<file path="src/rtl/core/ptss_pkg.sv">
// ----------------------------------------------------------------------------
// ptss_pkg
// Shared types and constants of the periodic trigger set scheduler: time
// format, item kinds, controller states and the controller/datapath bundles.
// ----------------------------------------------------------------------------
package ptss_pkg;

  // Table depth default and fixed field widths
  localparam int unsigned MAX_TRIGGERS_DEF = 16;
  localparam int unsigned TIME_W           = 32;
  localparam int unsigned COUNT_W          = 5;

  // All ones in Q24.8 stands for infinity
  localparam logic [TIME_W-1:0] TIME_INF = '1;

  typedef enum logic {
    KIND_ADD     = 1'b0,
    KIND_COMPUTE = 1'b1
  } kind_e;

  typedef enum logic [2:0] {
    ST_IDLE,
    ST_DISPATCH,
    ST_SCAN,
    ST_UPDATE,
    ST_FINISH
  } state_e;

  // Commands from the controller to the datapath
  typedef struct packed {
    logic latch;       // capture the accepted input word
    logic add_wr;      // store a new trigger or flag the table as full
    logic scan_start;  // reset walk, earliest time := infinity
    logic scan_step;   // one step of the minimum search
    logic upd_start;   // reset walk, capture revert and advance decisions
    logic upd_step;    // one step of the revert/advance pass
    logic commit;      // take the earliest time as the pending time when advancing
    logic load_out;    // load the result word
  } cmd_t;

  // Status from the datapath to the controller
  typedef struct packed {
    logic is_add;      // held word is an add
    logic walk_done;   // table walk finished, read pipe empty
  } sts_t;

endpackage

</file>
<file path="src/rtl/core/ptss_if.sv">
// ----------------------------------------------------------------------------
// ptss_if
// Valid/ready channels of the scheduler: the input word and the result word.
// ----------------------------------------------------------------------------
interface ptss_in_if;
  logic        valid;
  logic        ready;
  logic        kind;
  logic [31:0] first_time;
  logic [31:0] final_time;
  logic [31:0] period;
  logic        additional;

  modport source (
    output valid, kind, first_time, final_time, period, additional,
    input  ready
  );
  modport sink (
    input  valid, kind, first_time, final_time, period, additional,
    output ready
  );
endinterface

interface ptss_out_if;
  logic        valid;
  logic        ready;
  logic [31:0] next_trigger_time;
  logic [4:0]  trigger_count;
  logic        table_full;

  modport source (
    output valid, next_trigger_time, trigger_count, table_full,
    input  ready
  );
  modport sink (
    input  valid, next_trigger_time, trigger_count, table_full,
    output ready
  );
endinterface

</file>
<file path="src/rtl/core/ptss_datapath.sv">
// ----------------------------------------------------------------------------
// ptss_datapath
// Trigger table memories, walk counter, minimum search, revert/advance unit
// and the result register. Driven step by step by the controller.
// ----------------------------------------------------------------------------
module ptss_datapath #(
  parameter int unsigned MAX_TRIGGERS = ptss_pkg::MAX_TRIGGERS_DEF
) (
  input  logic                            clk_i,
  input  logic                            rst_ni,
  input  ptss_pkg::cmd_t                  cmd_i,
  output ptss_pkg::sts_t                  sts_o,
  input  logic                            kind_i,
  input  logic [ptss_pkg::TIME_W-1:0]     first_time_i,
  input  logic [ptss_pkg::TIME_W-1:0]     final_time_i,
  input  logic [ptss_pkg::TIME_W-1:0]     period_i,
  input  logic                            additional_i,
  output logic [ptss_pkg::TIME_W-1:0]     next_trigger_time_o,
  output logic [ptss_pkg::COUNT_W-1:0]    trigger_count_o,
  output logic                            table_full_o
);
  import ptss_pkg::*;

  localparam int unsigned CNT_W = $clog2(MAX_TRIGGERS + 1);
  localparam int unsigned IDX_W = (MAX_TRIGGERS > 1) ? $clog2(MAX_TRIGGERS) : 1;

  // Held input word
  kind_e               kind_q;
  logic [TIME_W-1:0]   first_q, final_q, period_q;
  logic                extra_q;

  // Table state
  logic [TIME_W-1:0]   next_mem  [MAX_TRIGGERS];
  logic [TIME_W-1:0]   final_mem [MAX_TRIGGERS];
  logic [TIME_W-1:0]   step_mem  [MAX_TRIGGERS];
  logic [TIME_W-1:0]   saved_mem [MAX_TRIGGERS];
  logic [TIME_W-1:0]   orig_mem  [MAX_TRIGGERS];
  logic                marks_q   [MAX_TRIGGERS];
  logic [CNT_W-1:0]    held_q;
  logic [TIME_W-1:0]   pending_q;

  // Walk and search state
  logic [CNT_W-1:0]    idx_q;
  logic                rd_vld_q;
  logic [IDX_W-1:0]    rd_idx_q;
  logic [TIME_W-1:0]   min_q;
  logic                revert_q, adv_q, refused_q;
  logic [TIME_W-1:0]   rd_next_q, rd_final_q, rd_step_q, rd_saved_q, rd_orig_q;

  // Result word
  logic [TIME_W-1:0]   res_time_q;
  logic [COUNT_W-1:0]  res_count_q;
  logic                res_full_q;

  logic                full, add_en, walk_step, issue, upd_wr;
  logic [IDX_W-1:0]    held_idx;
  logic                restore, hit, past;
  logic [TIME_W-1:0]   base_next, base_step, sat_sum;
  logic [TIME_W:0]     sum;
  logic [TIME_W-1:0]   upd_next, upd_step_val, upd_saved;

  assign full      = (held_q == CNT_W'(MAX_TRIGGERS));
  assign held_idx  = held_q[IDX_W-1:0];
  assign add_en    = cmd_i.add_wr && !full;
  assign walk_step = cmd_i.scan_step || cmd_i.upd_step;
  assign issue     = walk_step && (idx_q != held_q);
  assign upd_wr    = cmd_i.upd_step && rd_vld_q;

  // Revert a marked trigger, then advance any trigger that sits at the earliest time
  always_comb begin
    restore      = revert_q && marks_q[rd_idx_q];
    base_next    = restore ? rd_saved_q : rd_next_q;
    base_step    = restore ? rd_orig_q  : rd_step_q;
    hit          = adv_q && (base_next == min_q);
    sum          = {1'b0, base_next} + {1'b0, base_step};
    sat_sum      = (sum[TIME_W] || (sum[TIME_W-1:0] == TIME_INF)) ? TIME_INF
                                                                  : sum[TIME_W-1:0];
    past         = (sat_sum > rd_final_q);
    upd_next     = hit ? (past ? TIME_INF : sat_sum) : base_next;
    upd_step_val = (hit && past) ? TIME_INF : base_step;
    upd_saved    = hit ? base_next : rd_saved_q;
  end

  // Capture the accepted word
  always_ff @(posedge clk_i) begin
    if (cmd_i.latch) begin
      kind_q   <= kind_e'(kind_i);
      first_q  <= first_time_i;
      final_q  <= final_time_i;
      period_q <= period_i;
      extra_q  <= additional_i;
    end
  end

  // Table memories: one write port, one registered read port
  always_ff @(posedge clk_i) begin
    if (add_en) begin
      next_mem[held_idx]  <= first_q;
      final_mem[held_idx] <= final_q;
      step_mem[held_idx]  <= period_q;
      saved_mem[held_idx] <= first_q;
      orig_mem[held_idx]  <= period_q;
    end else if (upd_wr) begin
      next_mem[rd_idx_q]  <= upd_next;
      step_mem[rd_idx_q]  <= upd_step_val;
      saved_mem[rd_idx_q] <= upd_saved;
    end
    if (issue) begin
      rd_next_q  <= next_mem[idx_q[IDX_W-1:0]];
      rd_final_q <= final_mem[idx_q[IDX_W-1:0]];
      rd_step_q  <= step_mem[idx_q[IDX_W-1:0]];
      rd_saved_q <= saved_mem[idx_q[IDX_W-1:0]];
      rd_orig_q  <= orig_mem[idx_q[IDX_W-1:0]];
    end
  end

  // Control state: count, pending time, walk, marks
  always_ff @(posedge clk_i or negedge rst_ni) begin
    if (!rst_ni) begin
      held_q    <= '0;
      pending_q <= TIME_INF;
      idx_q     <= '0;
      rd_vld_q  <= 1'b0;
      rd_idx_q  <= '0;
      min_q     <= TIME_INF;
      revert_q  <= 1'b0;
      adv_q     <= 1'b0;
      refused_q <= 1'b0;
      for (int i = 0; i < MAX_TRIGGERS; i++) marks_q[i] <= 1'b0;
    end else begin
      if (cmd_i.add_wr) begin
        refused_q <= full;
        if (!full) begin
          held_q            <= held_q + CNT_W'(1);
          marks_q[held_idx] <= 1'b0;
        end
      end
      if (cmd_i.scan_start) begin
        idx_q     <= '0;
        rd_vld_q  <= 1'b0;
        min_q     <= TIME_INF;
        refused_q <= 1'b0;
      end
      // advance the walk pointer and the read pipe
      if (walk_step) begin
        rd_vld_q <= issue;
        rd_idx_q <= idx_q[IDX_W-1:0];
        if (issue) idx_q <= idx_q + CNT_W'(1);
      end
      // keep the running minimum
      if (cmd_i.scan_step && rd_vld_q && (rd_next_q < min_q)) begin
        min_q <= rd_next_q;
      end
      if (cmd_i.upd_start) begin
        idx_q    <= '0;
        rd_vld_q <= 1'b0;
        revert_q <= (min_q < pending_q);
        adv_q    <= !extra_q || (min_q < pending_q);
      end
      if (upd_wr) marks_q[rd_idx_q] <= hit;
      if (cmd_i.commit && adv_q) pending_q <= min_q;
    end
  end

  // Result word
  always_ff @(posedge clk_i) begin
    if (cmd_i.load_out) begin
      res_time_q  <= pending_q;
      res_count_q <= COUNT_W'(held_q);
      res_full_q  <= refused_q;
    end
  end

  assign sts_o.is_add     = (kind_q == KIND_ADD);
  assign sts_o.walk_done  = (idx_q == held_q) && !rd_vld_q;

  assign next_trigger_time_o = res_time_q;
  assign trigger_count_o     = res_count_q;
  assign table_full_o        = res_full_q;

endmodule

</file>
<file path="src/rtl/core/ptss_ctrl.sv">
// ----------------------------------------------------------------------------
// ptss_ctrl
// Sequencer of the scheduler: takes a word, runs the add or the two table
// passes of a compute, and hands the result to the output register.
// ----------------------------------------------------------------------------
module ptss_ctrl (
  input  logic            clk_i,
  input  logic            rst_ni,
  input  logic            in_valid_i,
  output logic            in_ready_o,
  output logic            out_valid_o,
  input  logic            out_ready_i,
  input  ptss_pkg::sts_t  sts_i,
  output ptss_pkg::cmd_t  cmd_o
);
  import ptss_pkg::*;

  state_e state_q, state_d;
  logic   out_vld_q, out_vld_d;

  // State and output-valid registers
  always_ff @(posedge clk_i or negedge rst_ni) begin
    if (!rst_ni) begin
      state_q   <= ST_IDLE;
      out_vld_q <= 1'b0;
    end else begin
      state_q   <= state_d;
      out_vld_q <= out_vld_d;
    end
  end

  // Next state and commands
  always_comb begin
    state_d    = state_q;
    cmd_o      = '0;
    in_ready_o = (state_q == ST_IDLE);
    case (state_q)
      ST_IDLE: begin
        if (in_valid_i) begin
          cmd_o.latch = 1'b1;
          state_d     = ST_DISPATCH;
        end
      end
      ST_DISPATCH: begin
        if (sts_i.is_add) begin
          cmd_o.add_wr = 1'b1;
          state_d      = ST_FINISH;
        end else begin
          cmd_o.scan_start = 1'b1;
          state_d          = ST_SCAN;
        end
      end
      ST_SCAN: begin
        if (sts_i.walk_done) begin
          cmd_o.upd_start = 1'b1;
          state_d         = ST_UPDATE;
        end else begin
          cmd_o.scan_step = 1'b1;
        end
      end
      ST_UPDATE: begin
        if (sts_i.walk_done) begin
          cmd_o.commit = 1'b1;
          state_d      = ST_FINISH;
        end else begin
          cmd_o.upd_step = 1'b1;
        end
      end
      ST_FINISH: begin
        // hold until the output register is free
        if (!out_vld_q || out_ready_i) begin
          cmd_o.load_out = 1'b1;
          state_d        = ST_IDLE;
        end
      end
      default: begin
        state_d = ST_IDLE;
      end
    endcase
  end

  // Output register occupancy
  always_comb begin
    out_vld_d = out_vld_q;
    if (cmd_o.load_out) begin
      out_vld_d = 1'b1;
    end else if (out_ready_i) begin
      out_vld_d = 1'b0;
    end
  end

  assign out_valid_o = out_vld_q;

endmodule

</file>
<file path="src/rtl/core/periodic_trigger_set_scheduler_unit.sv">
// ----------------------------------------------------------------------------
// periodic_trigger_set_scheduler_unit
// Table of periodic triggers with add and compute-next-time words.
//
//   channel  | dir | payload
//   ---------+-----+-----------------------------------------------------
//   in_i     | in  | kind, first_time, final_time, period, additional
//   out_o    | out | next_trigger_time, trigger_count, table_full
//
// An add writes the table from the dispatch state and then loads its result word.
// A compute makes two passes over the table memory port, one for the minimum
// and one for revert/advance, before its result word is loaded. The next word
// can be accepted in the cycle after the result is loaded; a finished item holds
// while the output register still waits to be taken. Reset clears the count,
// the advance marks and sets the pending time to infinity; no memory clearing.
// ----------------------------------------------------------------------------
module periodic_trigger_set_scheduler_unit #(
  parameter int unsigned MAX_TRIGGERS = ptss_pkg::MAX_TRIGGERS_DEF
) (
  input  logic         clk_i,
  input  logic         rst_ni,
  ptss_in_if.sink      in_i,
  ptss_out_if.source   out_o
);
  import ptss_pkg::*;

  cmd_t cmd;
  sts_t sts;

  ptss_ctrl u_ctrl (
    .clk_i       (clk_i),
    .rst_ni      (rst_ni),
    .in_valid_i  (in_i.valid),
    .in_ready_o  (in_i.ready),
    .out_valid_o (out_o.valid),
    .out_ready_i (out_o.ready),
    .sts_i       (sts),
    .cmd_o       (cmd)
  );

  ptss_datapath #(
    .MAX_TRIGGERS (MAX_TRIGGERS)
  ) u_datapath (
    .clk_i               (clk_i),
    .rst_ni              (rst_ni),
    .cmd_i               (cmd),
    .sts_o               (sts),
    .kind_i              (in_i.kind),
    .first_time_i        (in_i.first_time),
    .final_time_i        (in_i.final_time),
    .period_i            (in_i.period),
    .additional_i        (in_i.additional),
    .next_trigger_time_o (out_o.next_trigger_time),
    .trigger_count_o     (out_o.trigger_count),
    .table_full_o        (out_o.table_full)
  );

endmodule

</file>
<file path="src/flat_wrapper.sv">
// flat-port wrapper written by rule: the top's interface ports become plain ports
module periodic_trigger_set_scheduler_unit_flat import ptss_pkg::*;
#(
  parameter int unsigned MAX_TRIGGERS = ptss_pkg::MAX_TRIGGERS_DEF
)
  (clk_i, rst_ni, in_i_valid, in_i_kind, in_i_first_time, in_i_final_time, in_i_period, in_i_additional, in_i_ready, out_o_valid, out_o_next_trigger_time, out_o_trigger_count, out_o_table_full, out_o_ready);
  ptss_in_if in_i_i ();
  ptss_out_if out_o_i ();
  input  logic clk_i;
  input  logic rst_ni;
  input wire logic [$bits(in_i_i.valid)-1:0] in_i_valid;
  input wire logic [$bits(in_i_i.kind)-1:0] in_i_kind;
  input wire logic [$bits(in_i_i.first_time)-1:0] in_i_first_time;
  input wire logic [$bits(in_i_i.final_time)-1:0] in_i_final_time;
  input wire logic [$bits(in_i_i.period)-1:0] in_i_period;
  input wire logic [$bits(in_i_i.additional)-1:0] in_i_additional;
  output wire logic [$bits(in_i_i.ready)-1:0] in_i_ready;
  output wire logic [$bits(out_o_i.valid)-1:0] out_o_valid;
  output wire logic [$bits(out_o_i.next_trigger_time)-1:0] out_o_next_trigger_time;
  output wire logic [$bits(out_o_i.trigger_count)-1:0] out_o_trigger_count;
  output wire logic [$bits(out_o_i.table_full)-1:0] out_o_table_full;
  input wire logic [$bits(out_o_i.ready)-1:0] out_o_ready;
  assign in_i_i.valid = in_i_valid;
  assign in_i_i.kind = in_i_kind;
  assign in_i_i.first_time = in_i_first_time;
  assign in_i_i.final_time = in_i_final_time;
  assign in_i_i.period = in_i_period;
  assign in_i_i.additional = in_i_additional;
  assign in_i_ready = in_i_i.ready;
  assign out_o_valid = out_o_i.valid;
  assign out_o_next_trigger_time = out_o_i.next_trigger_time;
  assign out_o_trigger_count = out_o_i.trigger_count;
  assign out_o_table_full = out_o_i.table_full;
  assign out_o_i.ready = out_o_ready;
  periodic_trigger_set_scheduler_unit #(.MAX_TRIGGERS(MAX_TRIGGERS)) u_core (.clk_i(clk_i), .rst_ni(rst_ni), .in_i(in_i_i), .out_o(out_o_i));
endmodule
</file>
<file path="config.mk">
export PLATFORM = sky130hd
export DESIGN_NAME = periodic_trigger_set_scheduler_unit_flat
export DESIGN_NICKNAME = d
export VERILOG_FILES = /design/src/rtl/core/ptss_pkg.sv /design/src/rtl/core/ptss_if.sv /design/src/rtl/core/ptss_datapath.sv /design/src/rtl/core/ptss_ctrl.sv /design/src/rtl/core/periodic_trigger_set_scheduler_unit.sv /design/src/flat_wrapper.sv
export SDC_FILE = /design/constraint.sdc
export NUM_CORES = 2
export LEC_CHECK = 0
export BUFFER_PORTS_ARGS = -buffer_cell sky130_fd_sc_hd__buf_2
export CAP_MARGIN = 15
export CELL_PAD_IN_SITES_DETAIL_PLACEMENT = 0
export CELL_PAD_IN_SITES_GLOBAL_PLACEMENT = 2
export CORE_MARGIN = 1
export CORE_UTILIZATION = 30
export CTS_CLUSTER_DIAMETER = 30
export DETAILED_ROUTE_END_ITERATION = 8
export PLACE_DENSITY_LB_ADDON = 0.1
export SLEW_MARGIN = 20
export SYNTH_ARGS = -nofsm -noshare
export SYNTH_HDL_FRONTEND = slang
export SYNTH_SLANG_ARGS = --single-unit
</file>
<file path="constraint.sdc">
create_clock -name clk_i -period 9.7 [get_ports clk_i]
set_input_delay 1.94 -clock clk_i [delete_from_list [all_inputs] [get_ports clk_i]]
set_output_delay 1.94 -clock clk_i [all_outputs]
set_load 0.05 [all_outputs]
</file>
==> summary.txt <==
CTS
  • Hold buffers post-CTS: 0
  • Root Buffer: clkbuf_16
  • Clock Tree Buf Depth: 4
  • H-tree lvl count: 6
  • Clk slew on worst S/H paths: 0.04 ns
  • CTS tree: built
  • Sink Count: 2958
  • Worst-Skew Late Latency: 1.05 ns
  • Inserted Clock Buffers: 741

Critical path
  • Crit Path Category: flip-flop to flip-flop
  • Slowest cell on crit path: dfrtp_1
  • FF-to-FF Start: u_core.u_datapath.rd_idx_q[2]
  • Worst setup SP type: flip-flop
  • Crit path DAT: 9.62 ns
  • Worst Setup End Kind: flip-flop
  • Max FO, Critical Path: 21
  • Critical path launch point: u_core.u_datapath.rd_idx_q[2]
  • CP max stage delay: 0.73 ns
  • Crit-path most repeated cell: a21oi_1
  • Critical path data required time: 10.29 ns

Routing
  • Vias: 65900
  • Router iterations before antenna repair: 5
  • ANT nets after route: 0
  • Vias per inst: 5.03
  • Final wirelength: 414000 um
  • Avg WL per Cell: 31.6 um
  • DR DRC count: 0
  • DR iter-0 viols: 4965

Logic synthesis
  • Syn Area/Cell: 18.1 sq um
  • Yosys reg bits: 2958
  • Most frequent cell after synthesis: edfxtp_1
  • Ranking of synthesized cells by area: edfxtp_1, mux4_2, mux2i_1
  • Gate count of the mapped netlist: 6531
  • Post-synth top area share: 72.4%
  • Post-synth EDFFs: 2856
  • Synth unique cells: 81
  • Main flop type after synthesis: edfxtp_1
  • Cell taking the most area after synthesis: edfxtp_1
  • Most frequent cells after synthesis: edfxtp_1, nand2_1, mux4_2
  • Synth warn: 0
  • Ys async rst share: 3.45%
  • Seq/Total Area, Yosys: 74.6%
  • Syn Std Cell Area: 0.118 sq mm
  • Post-synth net total: 6763

STA
  • Crit path time final: 9.03 ns
  • Final worst-path cycle share: 93.1%
  • Endpoints failing setup: 0
  • FMAX: 111 MHz
  • Final Max Slew Viols: 0
  • Final Hold Viols: 0
  • Slew margin rel.: 24.6%
  • Fin Clk Skew: 0.0890 ns
  • Actual slew at the worst max-slew pin: 1.12 ns
  • Unrepaired setup endpoints after global routing: false
  • Setup TNS Final: 0 ns

Layout
  • Layout cells sized above 1: 27.9%
  • Final instance area: 0.152 sq mm
  • Post-layout instance count excluding filler cells: 13100
  • Nets: 7491
  • Number of fill cells: 36000
  • Area delta synth->final: 28.4%

Power
  • Peak supply drop: 200 uV
  • Internal: 38.5 mW
  • Total power: 57.7 mW
  • P per Cell Area: 379 mW/mm^2
  • Sw Ratio: 33.2%
  • P_sw: 19.2 mW
  • Power share of the clock group: 42.6%
  • Sequential group share of total power: 31.3%
  • Leak: 51.8 nW
  • Logic pwr share: 26.2%

GRT
  • Initial antenna violation count: 27
  • GRT overflow: 0
  • Vias in the first global route: 69600
  • Largest net degree at the start of global routing: 113
  • First-pass GRT wire length: 571000 um
  • GRT Overall Usage: 20.5%

Placed design
  • Port Buffers: 141
  • Cell area after placement: 0.126 sq mm
  • GP Congestion: 0.830
  • Dpl cells: 11700
  • Post-DP HPWL: 236000 um

Die
  • CORE AREA: 0.393 sq mm
  • Die Width: 630 um
  • Die H: 630 um
  • Initial core utilization: 30.1%
  • Die area: 0.397 sq mm
  • Row count: 230
  • IO Pins: 142

Hold path
  • Hold Path Origin: u_core.u_datapath.refused_q
  • Hold/Removal Path Class: flip-flop to flip-flop

Run status
  • Status: finished clean

Job
  • Max cap viols: 0
placed cells by master (no fill, tap or decap), drive strengths merged, types with 129 or more instances in the layout:
master,instances
mux2,168
ha,129
clkbuf,861
buf,319
a221oi,130
edfxtp,2856
mux4,422
o21ai,387
clkinv,324
mux2i,414
nor2,131
nand2,472
inv,161
a21oi,258
critical path: cells and delay by family, from the launching register on:
| kind | cells | cell delay [ns] |
|---|---|---|
| AOI/OAI and AO/OA | 16 | 3.59 |
| buffers and inverters | 2 | 0.50 |
| xor gates and xnor gates | 1 | 0.25 |
| muxes | 1 | 0.35 |
| adders and majority gates | 2 | 0.64 |
| DFF | 1 | 0.73 |
| and+or+nand+nor | 10 | 2.42 |
routing by layer:
layer	GRT usage, %	routed length (um)	vias up
li1	-	-	28100
met1	28.3	188000	35600
met2	34.3	201000	1655
met3	2.85	16400	571
met4	4.96	8640	2
met5	0	17	-
area by class of cell:
type / instances / area [sq um] / share of cell area [%]
flip-flops and latches: 2958 / 88400 / 58.2
multi-input cells: 3098 / 28800 / 18.9
clock buffers: 861 / 19100 / 12.6
well taps: 5220 / 6530 / 4.30
clock inverters: 513 / 6140 / 4.04
repair buffers: 319 / 2440 / 1.61
inverters: 141 / 529 / 0.348
diodes: 8 / 20.0 / 0.0132
sequential cells by signal (all words and copies together) (netlist names), 512 cells and up:
register and count:
u_core.u_datapath.step_mem 512, u_core.u_datapath.final_mem 512, u_core.u_datapath.orig_mem 512, u_core.u_datapath.saved_mem 512, u_core.u_datapath.next_mem 512
cell families (layout without fill, tap and decap cells):
logic type,Yosys count,in the layout,synth area share [%]
compound gates,1108,1108,5.82
xor+xnor,77,77,0.569
fa+ha+maj,134,134,1.41
buf+inv,475,1834,1.58
flops,2958,2958,74.6
mux,1004,1004,13.1
other cells,0,8,0
simple gates,775,775,2.85
path summary, 6_finish.rpt:
kind	to	slack [ns]	cells after the start
min in group asynchronous	u_core.u_ctrl.state_q[2]	0.97	1
hold / removal	u_core.u_datapath.table_full_o	0.46	0
setup / recovery	u_core.u_datapath.step_mem[9][21]	0.67	32
max in group asynchronous	u_core.u_datapath.adv_q	7.35	2
setup reg to reg	u_core.u_datapath.step_mem[9][21]	0.67	32
hold reg to reg	u_core.u_datapath.table_full_o	0.46	0
power groups by stage:
stage / clock network (mW) / logic, mW / registers, mW
global placement: 0 / 15.4 / 18.2
floorplan: 0 / 9.50 / 17.4
finish: 24.6 / 15.1 / 18.0
CTS: 25.0 / 15.3 / 18.1
detailed placement: 0 / 15.2 / 18.3
global route: 25.6 / 16.3 / 18.1
through the flow:
stage	setup slack, ns	util (%)	hold WS, ns
after floorplan	0.676	-	0.423
after global routing	0.235	38.7	0.473
after detailed placement	0.444	32.2	0.449
after global placement	0.505	32.2	0.441
final	0.673	38.7	0.462
after CTS	0.376	38.6	0.457
repair_timing:
| item | 4_1_cts | 5_1_grt |
|---|---|---|
| setup buffers | 0 | 0 |
| resized for setup | 0 | 2 |
| endpoints found under the setup margin | 0 | 16 |
(Power assumes the default switching activity.)
